[src/rtl/assert_macros.svh]
// Assertion macros for the parser RTL.
// Each macro expects signals clk and arst_n in the scope where it is used.
`ifndef ASSERT_MACROS_SVH
`define ASSERT_MACROS_SVH

// Property that must hold at every clock edge outside reset.
`define ADFP_ASSERT(label, prop, msg) \
	label: assert property (@(posedge clk) disable iff (!arst_n) (prop)) else $error(msg);

// Implication checked at the same clock edge.
`define ADFP_ASSERT_IMPL(label, ante, cons, msg) \
	label: assert property (@(posedge clk) disable iff (!arst_n) (ante) |-> (cons)) \
		else $error(msg);

`endif

[src/rtl/adfp_pkg.sv]
// Package for the ASCII decimal to fixed-point parser.
// Holds format constants, character codes, parse phases, the snapshot struct and the fraction weight table.
// No dependencies.
`timescale 1ns / 1ps

package adfp_pkg;

	localparam int FRAC_BITS   = 32;
	localparam int FRAC_DIGITS = 10;
	localparam int VALUE_W     = 64;
	localparam int INT_W       = VALUE_W - FRAC_BITS;
	localparam int FRAC_ACC_W  = 36;
	localparam int FIDX_W      = 5;
	localparam int WEIGHT_W    = 29;
	localparam int COUNT_W     = 12;

	localparam logic [COUNT_W-1:0] COUNT_MAX = {COUNT_W{1'b1}};
	localparam logic [INT_W-1:0]   INT_LIMIT = {1'b1, {(INT_W-1){1'b0}}};
	localparam logic [VALUE_W-1:0] VAL_MAX   = {1'b0, {(VALUE_W-1){1'b1}}};
	localparam logic [VALUE_W-1:0] VAL_MIN   = {1'b1, {(VALUE_W-1){1'b0}}};

	localparam logic [7:0] CH_SPACE = 8'h20;
	localparam logic [7:0] CH_LF    = 8'h0A;
	localparam logic [7:0] CH_TAB   = 8'h09;
	localparam logic [7:0] CH_CR    = 8'h0D;
	localparam logic [7:0] CH_VT    = 8'h0B;
	localparam logic [7:0] CH_MINUS = 8'h2D;
	localparam logic [7:0] CH_PLUS  = 8'h2B;
	localparam logic [7:0] CH_DOT   = 8'h2E;
	localparam logic [7:0] CH_ZERO  = 8'h30;
	localparam logic [7:0] CH_NINE  = 8'h39;

	typedef enum logic [2:0] {
		PH_IDLE,
		PH_LEAD,
		PH_SIGNED,
		PH_INT,
		PH_FRAC
	} adfp_phase_t;

	// Parse state captured on the terminating character.
	typedef struct packed {
		logic                valid;
		logic [VALUE_W-1:0]  mag;
		logic                negative;
		logic                ovf;
		logic [COUNT_W-1:0]  count;
	} adfp_snap_t;

	// Weight of fraction digit k: round(2^FRAC_BITS / 10^k).
	function automatic logic [WEIGHT_W-1:0] frac_weight(input logic [FIDX_W-1:0] k);
		logic [WEIGHT_W-1:0] w;
		case (k)
			5'd1:    w = WEIGHT_W'(64'd429496730);
			5'd2:    w = WEIGHT_W'(64'd42949673);
			5'd3:    w = WEIGHT_W'(64'd4294967);
			5'd4:    w = WEIGHT_W'(64'd429497);
			5'd5:    w = WEIGHT_W'(64'd42950);
			5'd6:    w = WEIGHT_W'(64'd4295);
			5'd7:    w = WEIGHT_W'(64'd429);
			5'd8:    w = WEIGHT_W'(64'd43);
			5'd9:    w = WEIGHT_W'(64'd4);
			default: w = '0;
		endcase
		return w;
	endfunction

endpackage

[src/rtl/ascii_decimal_to_fixed_parser_unit.sv]
// ASCII decimal to signed Q31.32 parser, one character per transfer.
// A terminator passes through the input register, the snapshot register and the output register.
// Throughput: one character per cycle while no result stalls.
// The pipeline (input register, parse stage, output register) freezes while a result stalls.
// Reset clears all valid bits and returns the parser to idle; payload registers are not reset.
`timescale 1ns / 1ps
`include "assert_macros.svh"

module ascii_decimal_to_fixed_parser_unit import adfp_pkg::*; (
	input  logic                      clk,
	input  logic                      arst_n,
	input  logic                      in_valid,
	output logic                      in_stall,
	input  logic [7:0]                ch,
	input  logic                      first,
	output logic                      out_valid,
	input  logic                      out_stall,
	output logic signed [VALUE_W-1:0] value,
	output logic [COUNT_W-1:0]        consumed,
	output logic                      overflow
);

	logic       adv;
	logic       valid_s1;
	logic [7:0] ch_s1;
	logic       first_s1;
	adfp_snap_t snap_s2;

	// Everything moves unless a finished result is held by the consumer.
	assign adv      = !(out_valid && out_stall);
	assign in_stall = !adv;

	always_ff @(posedge clk or negedge arst_n) begin
		if (!arst_n)
			valid_s1 <= 1'b0;
		else if (adv)
			valid_s1 <= in_valid;
	end

	always_ff @(posedge clk) begin
		if (adv && in_valid) begin
			ch_s1    <= ch;
			first_s1 <= first;
		end
	end

	adfp_parse u_parse (
		.clk      (clk),
		.arst_n   (arst_n),
		.adv      (adv),
		.valid_s1 (valid_s1),
		.ch_s1    (ch_s1),
		.first_s1 (first_s1),
		.snap_s2  (snap_s2)
	);

	adfp_result u_result (
		.clk       (clk),
		.arst_n    (arst_n),
		.adv       (adv),
		.snap_s2   (snap_s2),
		.out_valid (out_valid),
		.value     (value),
		.consumed  (consumed),
		.overflow  (overflow)
	);

	`ADFP_ASSERT_IMPL(a_stall_back, out_valid && out_stall, in_stall, "held result must stall input")
	`ADFP_ASSERT_IMPL(a_sat_value, out_valid && overflow, value == VAL_MAX || value == VAL_MIN, "overflow without saturated value")
	`ADFP_ASSERT_IMPL(a_empty_zero, out_valid && consumed == '0, value == '0 && !overflow, "nothing consumed but nonzero result")

endmodule

[src/rtl/adfp_parse.sv]
// Character parse stage: phase machine and accumulators, one character per cycle unless the pipeline is stalled.
// Captures the parse state into a snapshot register on the terminator.
// Depends on adfp_pkg.
`timescale 1ns / 1ps

module adfp_parse import adfp_pkg::*; (
	input  logic       clk,
	input  logic       arst_n,
	input  logic       adv,
	input  logic       valid_s1,
	input  logic [7:0] ch_s1,
	input  logic       first_s1,
	output adfp_snap_t snap_s2
);

	typedef enum logic [2:0] {
		EV_NONE,
		EV_BLANK,
		EV_SIGN,
		EV_INT,
		EV_DOT,
		EV_FRAC,
		EV_END
	} ev_t;

	adfp_phase_t phase_q, phase_b, phase_d;
	logic                  neg_q, neg_b, neg_d;
	logic [INT_W-1:0]      int_q, int_b, int_d;
	logic [FRAC_ACC_W-1:0] frac_q, frac_b, frac_d;
	logic [FIDX_W-1:0]     fidx_q, fidx_b, fidx_d, fidx_inc;
	logic [COUNT_W-1:0]    cnt_q, cnt_b, cnt_d;
	logic                  ovf_q, ovf_b, ovf_d;

	ev_t                   ev;
	logic                  is_blank, is_sign, is_digit, is_dot;
	logic [3:0]            digit;
	logic [INT_W+3:0]      int_prod;
	logic [WEIGHT_W+3:0]   frac_term;
	logic [VALUE_W-1:0]    mag;
	logic                  step;

	logic                  snap_valid_s2;
	logic [VALUE_W-1:0]    mag_s2;
	logic                  neg_s2;
	logic                  ovf_s2;
	logic [COUNT_W-1:0]    cnt_s2;

	// A character marked first restarts from a cleared parse.
	always_comb begin
		phase_b = first_s1 ? PH_LEAD : phase_q;
		neg_b   = first_s1 ? 1'b0 : neg_q;
		int_b   = first_s1 ? '0 : int_q;
		frac_b  = first_s1 ? '0 : frac_q;
		fidx_b  = first_s1 ? '0 : fidx_q;
		cnt_b   = first_s1 ? '0 : cnt_q;
		ovf_b   = first_s1 ? 1'b0 : ovf_q;
	end

	assign is_blank = (ch_s1 == CH_SPACE) || (ch_s1 == CH_LF) || (ch_s1 == CH_TAB) ||
	                  (ch_s1 == CH_CR) || (ch_s1 == CH_VT);
	assign is_sign  = (ch_s1 == CH_MINUS) || (ch_s1 == CH_PLUS);
	assign is_digit = (ch_s1 >= CH_ZERO) && (ch_s1 <= CH_NINE);
	assign is_dot   = (ch_s1 == CH_DOT);
	assign digit    = 4'(ch_s1 - CH_ZERO);

	always_comb begin
		if (phase_b == PH_IDLE)
			ev = EV_NONE;
		else if (phase_b == PH_LEAD && is_blank)
			ev = EV_BLANK;
		else if (phase_b == PH_LEAD && is_sign)
			ev = EV_SIGN;
		else if (phase_b != PH_FRAC && is_digit)
			ev = EV_INT;
		else if (phase_b != PH_FRAC && is_dot)
			ev = EV_DOT;
		else if (phase_b == PH_FRAC && is_digit)
			ev = EV_FRAC;
		else
			ev = EV_END;
	end

	// Next phase.
	always_comb begin
		unique case (ev)
			EV_SIGN: phase_d = PH_SIGNED;
			EV_INT:  phase_d = PH_INT;
			EV_DOT:  phase_d = PH_FRAC;
			EV_END:  phase_d = PH_IDLE;
			default: phase_d = phase_b;
		endcase
	end

	// Multiply by ten as two shifts and an add, then add the digit.
	assign int_prod  = {int_b, 3'b000} + {2'b00, int_b, 1'b0} + (INT_W+4)'(digit);
	assign fidx_inc  = FIDX_W'(fidx_b + 1'b1);
	assign frac_term = frac_weight(fidx_inc) * digit;

	// Accumulator and counter updates.
	always_comb begin
		neg_d  = neg_b;
		int_d  = int_b;
		frac_d = frac_b;
		fidx_d = fidx_b;
		ovf_d  = ovf_b;
		cnt_d  = cnt_b;
		unique case (ev)
			EV_SIGN: neg_d = (ch_s1 == CH_MINUS);
			EV_INT: begin
				if (int_prod > (INT_W+4)'(INT_LIMIT)) begin
					int_d = INT_LIMIT;
					ovf_d = 1'b1;
				end else begin
					int_d = INT_W'(int_prod);
				end
			end
			EV_FRAC: begin
				if (fidx_b < FIDX_W'(FRAC_DIGITS)) begin
					fidx_d = fidx_inc;
					frac_d = frac_b + FRAC_ACC_W'(frac_term);
				end
			end
			default: ;
		endcase
		if (ev != EV_NONE && ev != EV_END && cnt_b != COUNT_MAX)
			cnt_d = COUNT_W'(cnt_b + 1'b1);
	end

	assign mag  = {int_b, {FRAC_BITS{1'b0}}} + VALUE_W'(frac_b);
	assign step = adv && valid_s1;

	always_ff @(posedge clk or negedge arst_n) begin
		if (!arst_n) begin
			phase_q <= PH_IDLE;
			neg_q   <= 1'b0;
			int_q   <= '0;
			frac_q  <= '0;
			fidx_q  <= '0;
			cnt_q   <= '0;
			ovf_q   <= 1'b0;
		end else if (step) begin
			phase_q <= phase_d;
			neg_q   <= neg_d;
			int_q   <= int_d;
			frac_q  <= frac_d;
			fidx_q  <= fidx_d;
			cnt_q   <= cnt_d;
			ovf_q   <= ovf_d;
		end
	end

	always_ff @(posedge clk or negedge arst_n) begin
		if (!arst_n)
			snap_valid_s2 <= 1'b0;
		else if (adv)
			snap_valid_s2 <= valid_s1 && (ev == EV_END);
	end

	always_ff @(posedge clk) begin
		if (step && ev == EV_END) begin
			mag_s2 <= mag;
			neg_s2 <= neg_b;
			ovf_s2 <= ovf_b;
			cnt_s2 <= cnt_b;
		end
	end

	always_comb begin
		snap_s2.valid    = snap_valid_s2;
		snap_s2.mag      = mag_s2;
		snap_s2.negative = neg_s2;
		snap_s2.ovf      = ovf_s2;
		snap_s2.count    = cnt_s2;
	end

endmodule

[src/rtl/adfp_result.sv]
// Result stage: range check, saturation and sign application into the output register.
// Depends on adfp_pkg.
`timescale 1ns / 1ps

module adfp_result import adfp_pkg::*; (
	input  logic                      clk,
	input  logic                      arst_n,
	input  logic                      adv,
	input  adfp_snap_t                snap_s2,
	output logic                      out_valid,
	output logic signed [VALUE_W-1:0] value,
	output logic [COUNT_W-1:0]        consumed,
	output logic                      overflow
);

	logic               ovf;
	logic [VALUE_W-1:0] val;
	logic               valid_q;
	logic [VALUE_W-1:0] value_q;
	logic [COUNT_W-1:0] consumed_q;
	logic               overflow_q;

	// Negative numbers may reach exactly 2^63; positive ones stop one below.
	assign ovf = snap_s2.ovf ||
	             (!snap_s2.negative && snap_s2.mag[VALUE_W-1]) ||
	             (snap_s2.negative && snap_s2.mag[VALUE_W-1] && |snap_s2.mag[VALUE_W-2:0]);

	always_comb begin
		if (ovf)
			val = snap_s2.negative ? VAL_MIN : VAL_MAX;
		else if (snap_s2.negative)
			val = VALUE_W'(~snap_s2.mag + 1'b1);
		else
			val = snap_s2.mag;
	end

	always_ff @(posedge clk or negedge arst_n) begin
		if (!arst_n)
			valid_q <= 1'b0;
		else if (adv)
			valid_q <= snap_s2.valid;
	end

	always_ff @(posedge clk) begin
		if (adv && snap_s2.valid) begin
			value_q    <= val;
			consumed_q <= snap_s2.count;
			overflow_q <= ovf;
		end
	end

	assign out_valid = valid_q;
	assign value     = value_q;
	assign consumed  = consumed_q;
	assign overflow  = overflow_q;

endmodule
[config.mk]
export PLATFORM = sky130hd
export DESIGN_NAME = ascii_decimal_to_fixed_parser_unit
export DESIGN_NICKNAME = d
export VERILOG_FILES = /design/src/rtl/adfp_pkg.sv /design/src/rtl/ascii_decimal_to_fixed_parser_unit.sv /design/src/rtl/adfp_parse.sv /design/src/rtl/adfp_result.sv
export VERILOG_INCLUDE_DIRS = /design/src /design/src/rtl
export SDC_FILE = /design/constraint.sdc
export NUM_CORES = 1
export LEC_CHECK = 0
export ABC_CLOCK_PERIOD_IN_PS = 9300
export BUFFER_PORTS_ARGS = -buffer_cell sky130_fd_sc_hd__buf_2
export CAP_MARGIN = 20
export CORE_MARGIN = 2
export CORE_UTILIZATION = 35
export CTS_CLUSTER_SIZE = 12
export DETAILED_ROUTE_END_ITERATION = 6
export HOLD_SLACK_MARGIN = 0.05
export PLACE_DENSITY = 0.59
export SYNTH_ARGS = -nofsm -noshare
export SYNTH_HDL_FRONTEND = slang
export SYNTH_SLANG_ARGS = --single-unit
[constraint.sdc]
create_clock -name clk -period 9.3 [get_ports clk]
set_clock_uncertainty 0.05 [all_clocks]
set_input_delay 2.325 -clock clk [delete_from_list [all_inputs] [get_ports clk]]
set_output_delay 2.325 -clock clk [all_outputs]
set_load 0.02 [all_outputs]
* Word-level counts from Yosys, hierarchy flattened
Memories as Yosys holds them, arrays and structs flattened. Cells that the tools add are included.
Word-level totals: register bits 257, logic and storage cells 109, ROM bits 432, memories 1, input bits 13
Cells by class: multiply operators 1, bitwise operators 1, muxes and demuxes 28, equality and inequality tests 18, $add $sub $neg 8, reductions and logical operators 29, magnitude comparators 4
Memories:
- (name not given) | depth 16, width 27, rd ports 1, clocked after Yosys merged registers in 0, wr ports 0, RTL line adfp_pkg.sv:53 | case (k)
Operators by type and width (count):
- 64-bit two-way mux | 3
- 36-bit two-way mux | 3
- 32-bit two-way mux | 3
- 64-bit by 1-bit adder with 64-bit output (second input constant) | 1
- 64-bit by 36-bit adder with 64-bit output | 1
- 64-bit NOT | 1
- 63-bit OR reduction | 1
- 35-bit by 33-bit adder with 36-bit output | 1
- 36-bit by 33-bit adder with 36-bit output | 1
- 36-bit by 4-bit adder with 36-bit output | 1
- 36-bit by 32-bit > comparator with 1-bit output (second input constant) | 1
- 29-bit by 4-bit multiplier with 33-bit output | 1
- 8-bit by 4-bit equality test with 1-bit output (second input constant) | 4
- 8-bit by 6-bit equality test with 1-bit output (second input constant) | 4
- 29-bit two-way mux | 1
- 12-bit two-way mux | 2
- 3-bit two-way mux | 6
- 1-bit logical AND | 17
- 5-bit two-way mux | 3
- 12-bit by 1-bit adder with 12-bit output (second input constant) | 1
- 3-bit equality test (second input constant) | 4
- 12-bit inequality test (second input constant) | 1
- 3-bit one-hot mux with 4 select lines | 1
- 8-bit by 6-bit >= comparator with 1-bit output (second input constant) | 1
- 13 further kinds | 26

* Longest topological paths before layout
depth after elaboration 13, depth in mapped cells 32, depth with buffers taken out 26

* Hierarchy
Synthesis repeated with hierarchy kept, for this count alone.
Unflattened totals: cells, all modules 2086, area, all modules 19581.3 um2
Modules (own cells, without submodules):
- adfp_parse | cells an instance 1561, times used 1, area an instance 14468.9 um2
- adfp_result | cells an instance 511, times used 1, area an instance 4784.6 um2
- ascii_decimal_to_fixed_parser_unit | cells an instance 14, times used 1, area an instance 327.8 um2

* Worst setup path after synthesis
No wires, ideal clock.
path kind input -> register, start point in out_stall, end point reg u_parse.cnt_s2[0] (enable), setup slack 0.614 ns, path buffers 0, stages on the path 3, setup time 0.612 ns, data arrival time 8.023 ns, cells stage by stage nand2_1 > nand2_1 > nor3_1
On the way: word-level cells in the longest chain between the ends 4
RTL lines:
- start: declaration | RTL line ascii_decimal_to_fixed_parser_unit.sv:17 | input logic out_stall,
- 1-bit logical AND | RTL line ascii_decimal_to_fixed_parser_unit.sv:30 | assign adv = !(out_valid && out_stall);
- 1-bit zero test | RTL line ascii_decimal_to_fixed_parser_unit.sv:30
- 1-bit logical AND | RTL line adfp_parse.sv:130 | assign step = adv && valid_s1;
- 1-bit logical AND | RTL line adfp_parse.sv:160 | if (step && ev == EV_END) begin
- end signal: assignment | RTL line adfp_parse.sv:164 | cnt_s2 <= cnt_b;
- end: declaration | RTL line adfp_parse.sv:46 | logic [COUNT_W-1:0] cnt_s2;
Every way passes these cells. A chain may end at the register's enable or synchronous reset.

* Worst setup path in the final report
start point reg first_s1, end point reg u_parse.frac_q[28]
On the way: word-level cells in the longest chain between the ends 11, elaborated cells on any way between the ends 27, those cells by class add/sub (2); mul (1); order compare (1); eq/ne (4); mux (12); reduce/logical (6); memory (1)
RTL lines:
- start: declaration | RTL line ascii_decimal_to_fixed_parser_unit.sv:26 | logic first_s1;
- start signal: assignment | RTL line ascii_decimal_to_fixed_parser_unit.sv:43 | first_s1 <= first;
- branches (longest 10 deep; another with 36-bit by 33-bit adder with 36-bit output)
- 36-bit two-way mux * | RTL line adfp_parse.sv:107 | unique case (ev)
- end signal: assignment | RTL line adfp_parse.sv:145 | frac_q <= frac_d;
- end: declaration | RTL line adfp_parse.sv:29 | logic [FRAC_ACC_W-1:0] frac_q, frac_b, frac_d;
Mark *: on every way between the ends.

==> flow_summary.toml <==
[clock_tree]
tritoncts.num_buffers = 30
post_cts_resized = 0
clkLatencyLatePin_ns = 0.59
clock-root-buffer = "sky130_fd_sc_hd__clkbuf_16"
clock_path_buffers = 3
postCtsHoldBufs = 0
clock_sink_count = 257
cts_tree = "built"
cts_htree_levels = 1
postCtsSetupBuffers = 0
worst_setup_hold_path_clk_slew_ns = 0.06

[pwr]
power.density_nw_per_um2 = 216
clock_power_frac = 0.260
p_leak_nw = 9.72
share_comb_of_total_power = 0.372
netSwitchingFraction = 0.381
pwr_total_mw = 4.66
net-switching-power_mw = 1.78
internal-power_mw = 2.88
pwr-share-seq = 0.369
worst_ir_drop_vdd_uv = 162

[drt]
wl_per_cell_microns = 17.8
vias_per_cell = 5.41
drtAntennaViolNets = 0
detailedRoute.firstPassIterationCount = 6
route.detailed.drc = 0
route.vias.total = 15400
detailedRoute.firstIterationViolations = 1096
wl_microns = 50900

[synth]
synth-simple-area-share = 0.201
synth_seq_area_share = 0.375
synth_top_family_by_area = "simple AND/OR/NAND/NOR gates"
synth-compound-area-share = 0.153
cell_area_synth_sq_um = 19300
synth.net_count = 2286
synth_cells = 2067
portion_of_netlist_area_occupied_by_mux_cells = 0.00680
synth_ff_type = "sky130_fd_sc_hd__edfxtp_1"
synthXorXnorAreaFrac = 0.0435
count_of_flip_flops_with_a_built_in_enable_after_synthesis = 164
yosys_register_bits = 257
fraction_of_registers_with_async_set_or_reset_after_synthesis = 0.362
yosysWarnings = 0
synth_adder_area_share = 0.164
yosysUniqueCellTypes = 79
avgSynthCellArea_sq_um = 9.35

[cells_and_area]
fraction_of_final_layout_cells_sized_beyond_drive_strength_1 = 0.0940
diodes = 0
final-seq-area_sq_um = 7250
num-nets-final = 2343
area_growth_pct = 11.4
multi_input_area_sq_um = 11000
fillerInstances = 5409
fin_area_sq_um = 21500

[floorplanning]
placeableCoreArea_sq_um = 54900
io_pins = 92
die_h_microns = 239
die_w_microns = 239
rows = 86
start_util = 0.352
fp.dieArea_sq_um = 57100

[sta]
slew_headroom = 0.300
hold_viol_final = 0
max_clock_freq_mhz = 129
drv_slew = 0
setup_total_negative_slack_ns = 0
setup_repair_after_global_routing_missed_its_margin = "false"
period_minus_slack_ns = 7.75
finalCritPeriodShare = 0.833
max_slew.worst_pin.slew_ns = 1.02
setup-violations-final = 0
hold-worst-slack_ns = 0.372

[worst_hold_path]
hp-start = "u_parse.cnt_s2[8]"
worstHoldPathType = "flip-flop to flip-flop"

[worst_setup_path]
setup.worst_path.start = "first_s1"
timing.critical_path.required_ns = 9.71
rr_startpoint = "first_s1"
cp-end-kind = "flip-flop"
worst-setup-path-type = "flip-flop to flip-flop"
worstPathMaxFanout = 21
critical_path_arrival_ns = 8.16
timing.critical_path.from_type = "flip-flop"

[placement]
gp_routability_congestion = 0.871
placedInstanceArea_sq_um = 20500
io_buffer_count = 91
dp_hpwl_microns = 38700

[status]
status = "complete, no violations"

[global_route]
grt_first_pass_wirelength_microns = 81200
grt_use_total = 0.177
first_global_vias = 14800
grt_overflow = 0
antenna_violations_before_repair = 0
grt_start_max_net_pins = 72

[flow_run]
cap_viol_max_count = 0
-- power by group through the flow --
stage / Clock, mW / Sequential (mW) / Combinational, mW
detailed placement: 0 / 1.74 / 1.73
CTS: 1.24 / 1.72 / 1.74
finish: 1.21 / 1.72 / 1.73
global route: 1.28 / 1.75 / 1.95
floorplan: 0 / 1.85 / 1.14
global placement: 0 / 1.73 / 1.71
-- routing by layer --
metal / global-route usage / share of wire / vias up
met1: 0.259 / 0.48 / 7488
met3: 0.0226 / 0.052 / 65
li1: - / - / 7435
met4: 0.0405 / 0.021 / 0
met5: 0 / 0 / -
met2: 0.278 / 0.44 / 438
-- worst max-delay path, stage by stage, from the launching register on --
cell	delay, ns
sky130_fd_sc_hd__edfxtp_1	0.79
sky130_fd_sc_hd__nand2b_1	0.40
sky130_fd_sc_hd__inv_1	0.17
sky130_fd_sc_hd__ha_1	0.25
sky130_fd_sc_hd__nand3_1	0.10
sky130_fd_sc_hd__xnor2_1	0.13
sky130_fd_sc_hd__nor2_1	0.17
sky130_fd_sc_hd__nor2b_1	0.15
sky130_fd_sc_hd__buf_4	0.25
sky130_fd_sc_hd__o21ai_0	0.15
sky130_fd_sc_hd__a21oi_1	0.37
sky130_fd_sc_hd__and2_1	0.21
sky130_fd_sc_hd__fa_1	0.45
sky130_fd_sc_hd__fa_1	0.53
sky130_fd_sc_hd__inv_1	0.05
sky130_fd_sc_hd__fa_1	0.49
sky130_fd_sc_hd__inv_1	0.04
sky130_fd_sc_hd__ha_1	0.34
sky130_fd_sc_hd__a21oi_1	0.35
sky130_fd_sc_hd__o21ai_0	0.23
sky130_fd_sc_hd__a221o_1	0.38
sky130_fd_sc_hd__a21oi_1	0.37
sky130_fd_sc_hd__a21oi_1	0.19
sky130_fd_sc_hd__o21ai_0	0.29
sky130_fd_sc_hd__a21boi_0	0.15
sky130_fd_sc_hd__or3_1	0.31
sky130_fd_sc_hd__a32o_1	0.24
-- cells in the mapped netlist (7+ instances only) --
cell type	count	area (sq um)
sky130_fd_sc_hd__o211ai_1	8	60.1
sky130_fd_sc_hd__ha_1	128	1600
sky130_fd_sc_hd__nand4_1	17	106
sky130_fd_sc_hd__o21a_1	10	75.1
sky130_fd_sc_hd__clkbuf_1	78	293
sky130_fd_sc_hd__a311oi_1	15	131
sky130_fd_sc_hd__or3_1	14	87.6
sky130_fd_sc_hd__or4_1	16	120
sky130_fd_sc_hd__xor2_1	49	429
sky130_fd_sc_hd__nand2_1	176	661
sky130_fd_sc_hd__o22ai_1	37	231
sky130_fd_sc_hd__o31ai_1	16	120
sky130_fd_sc_hd__nand2b_1	54	338
sky130_fd_sc_hd__and3_1	27	169
sky130_fd_sc_hd__fa_1	78	1560
sky130_fd_sc_hd__nor3b_1	20	150
sky130_fd_sc_hd__nor4_1	16	100
sky130_fd_sc_hd__nand3_1	59	295
sky130_fd_sc_hd__a21o_1	46	345
sky130_fd_sc_hd__a32o_1	21	210
sky130_fd_sc_hd__a21oi_1	116	581
sky130_fd_sc_hd__nor3_1	49	245
sky130_fd_sc_hd__a211oi_1	12	90.1
sky130_fd_sc_hd__edfxtp_1	164	4920
sky130_fd_sc_hd__mux2i_1	12	120
sky130_fd_sc_hd__a22o_1	9	78.8
sky130_fd_sc_hd__or2_2	11	68.8
sky130_fd_sc_hd__dfrtp_1	93	2330
sky130_fd_sc_hd__a31oi_1	24	150
sky130_fd_sc_hd__inv_1	203	762
sky130_fd_sc_hd__nor2b_1	71	444
sky130_fd_sc_hd__and2_1	29	181
sky130_fd_sc_hd__xnor2_1	47	412
sky130_fd_sc_hd__nor2_1	169	634
sky130_fd_sc_hd__o221a_2	7	78.8
sky130_fd_sc_hd__o21ai_0	87	435
-- area by class of cell --
cell class | count | area share
inverters | 203 | 0.0354
repair buffers | 109 | 0.0276
clock inverters | 16 | 0.00866
multi-input cells | 1523 | 0.511
flip-flops and latches | 257 | 0.337
clock buffers | 40 | 0.0390
well taps | 704 | 0.0409
-- flip-flops by register name, summed over array words and instances (netlist names) --
register and cells:
u_parse.ovf_s2 1, u_parse.neg_s2 1, u_parse.frac_q 36, u_result.overflow 1, u_parse.cnt_q 12, u_result.consumed 12, valid_s1 1, u_parse.snap_valid_s2 1
u_parse.int_q 32, u_parse.cnt_s2 12, u_parse.neg_q 1, u_parse.fidx_q 5, u_parse.ovf_q 1, u_parse.phase_q 3, first_s1 1, u_result.out_valid 1
u_parse.mag_s2 64, u_result.value 64, ch_s1 8
-- metrics by stage --
stage           util  setup slack (ns)  instances
3_3_place_gp   0.373              1.77       2796
4_1_cts        0.392              1.56       2852
3_5_place_dp   0.373              1.56       2796
6_report       0.392              1.55       2852
5_1_grt        0.392             0.908       2852
2_1_floorplan      -             0.614       2067
-- final timing paths --
kind	endpoint	slack, ns	cells after the start
max in group asynchronous	u_parse.int_q[26]	6.29	2
worst max-delay path	u_parse.frac_q[28]	1.55	26
worst max register to register	u_parse.frac_q[28]	1.55	26
worst min-delay path	u_result.consumed[8]	0.37	0
min in group asynchronous	u_parse.frac_q[20]	1.64	1
worst min register to register	u_result.consumed[8]	0.37	0
-- cell families after synthesis --
| group | after synthesis |
|---|---|
| simple gates | 758 |
| compound gates | 450 |
| buf+inv | 287 |
| flops | 257 |
| fa+ha+maj | 206 |
| xor+xnor | 96 |
| mux | 13 |
-- layout by cell type, fill, tap and decap left out, types with 24 or more instances in the layout --
master	count
sky130_fd_sc_hd__nor2b_1	71
sky130_fd_sc_hd__xor2_1	49
sky130_fd_sc_hd__nand3_1	59
sky130_fd_sc_hd__o21ai_0	86
sky130_fd_sc_hd__nor2_1	168
sky130_fd_sc_hd__clkbuf_16	30
sky130_fd_sc_hd__and2_1	28
sky130_fd_sc_hd__a21o_1	46
sky130_fd_sc_hd__fa_1	78
sky130_fd_sc_hd__a21oi_1	116
sky130_fd_sc_hd__nor3_1	48
sky130_fd_sc_hd__and3_1	27
sky130_fd_sc_hd__xnor2_1	47
sky130_fd_sc_hd__nand2_1	175
sky130_fd_sc_hd__dfrtp_1	93
sky130_fd_sc_hd__ha_1	128
sky130_fd_sc_hd__nand2b_1	54
sky130_fd_sc_hd__buf_2	90
sky130_fd_sc_hd__inv_1	203
sky130_fd_sc_hd__o22ai_1	37
sky130_fd_sc_hd__a31oi_1	24
sky130_fd_sc_hd__edfxtp_1	164
Note: power is estimated with default switching activity, not from simulation.
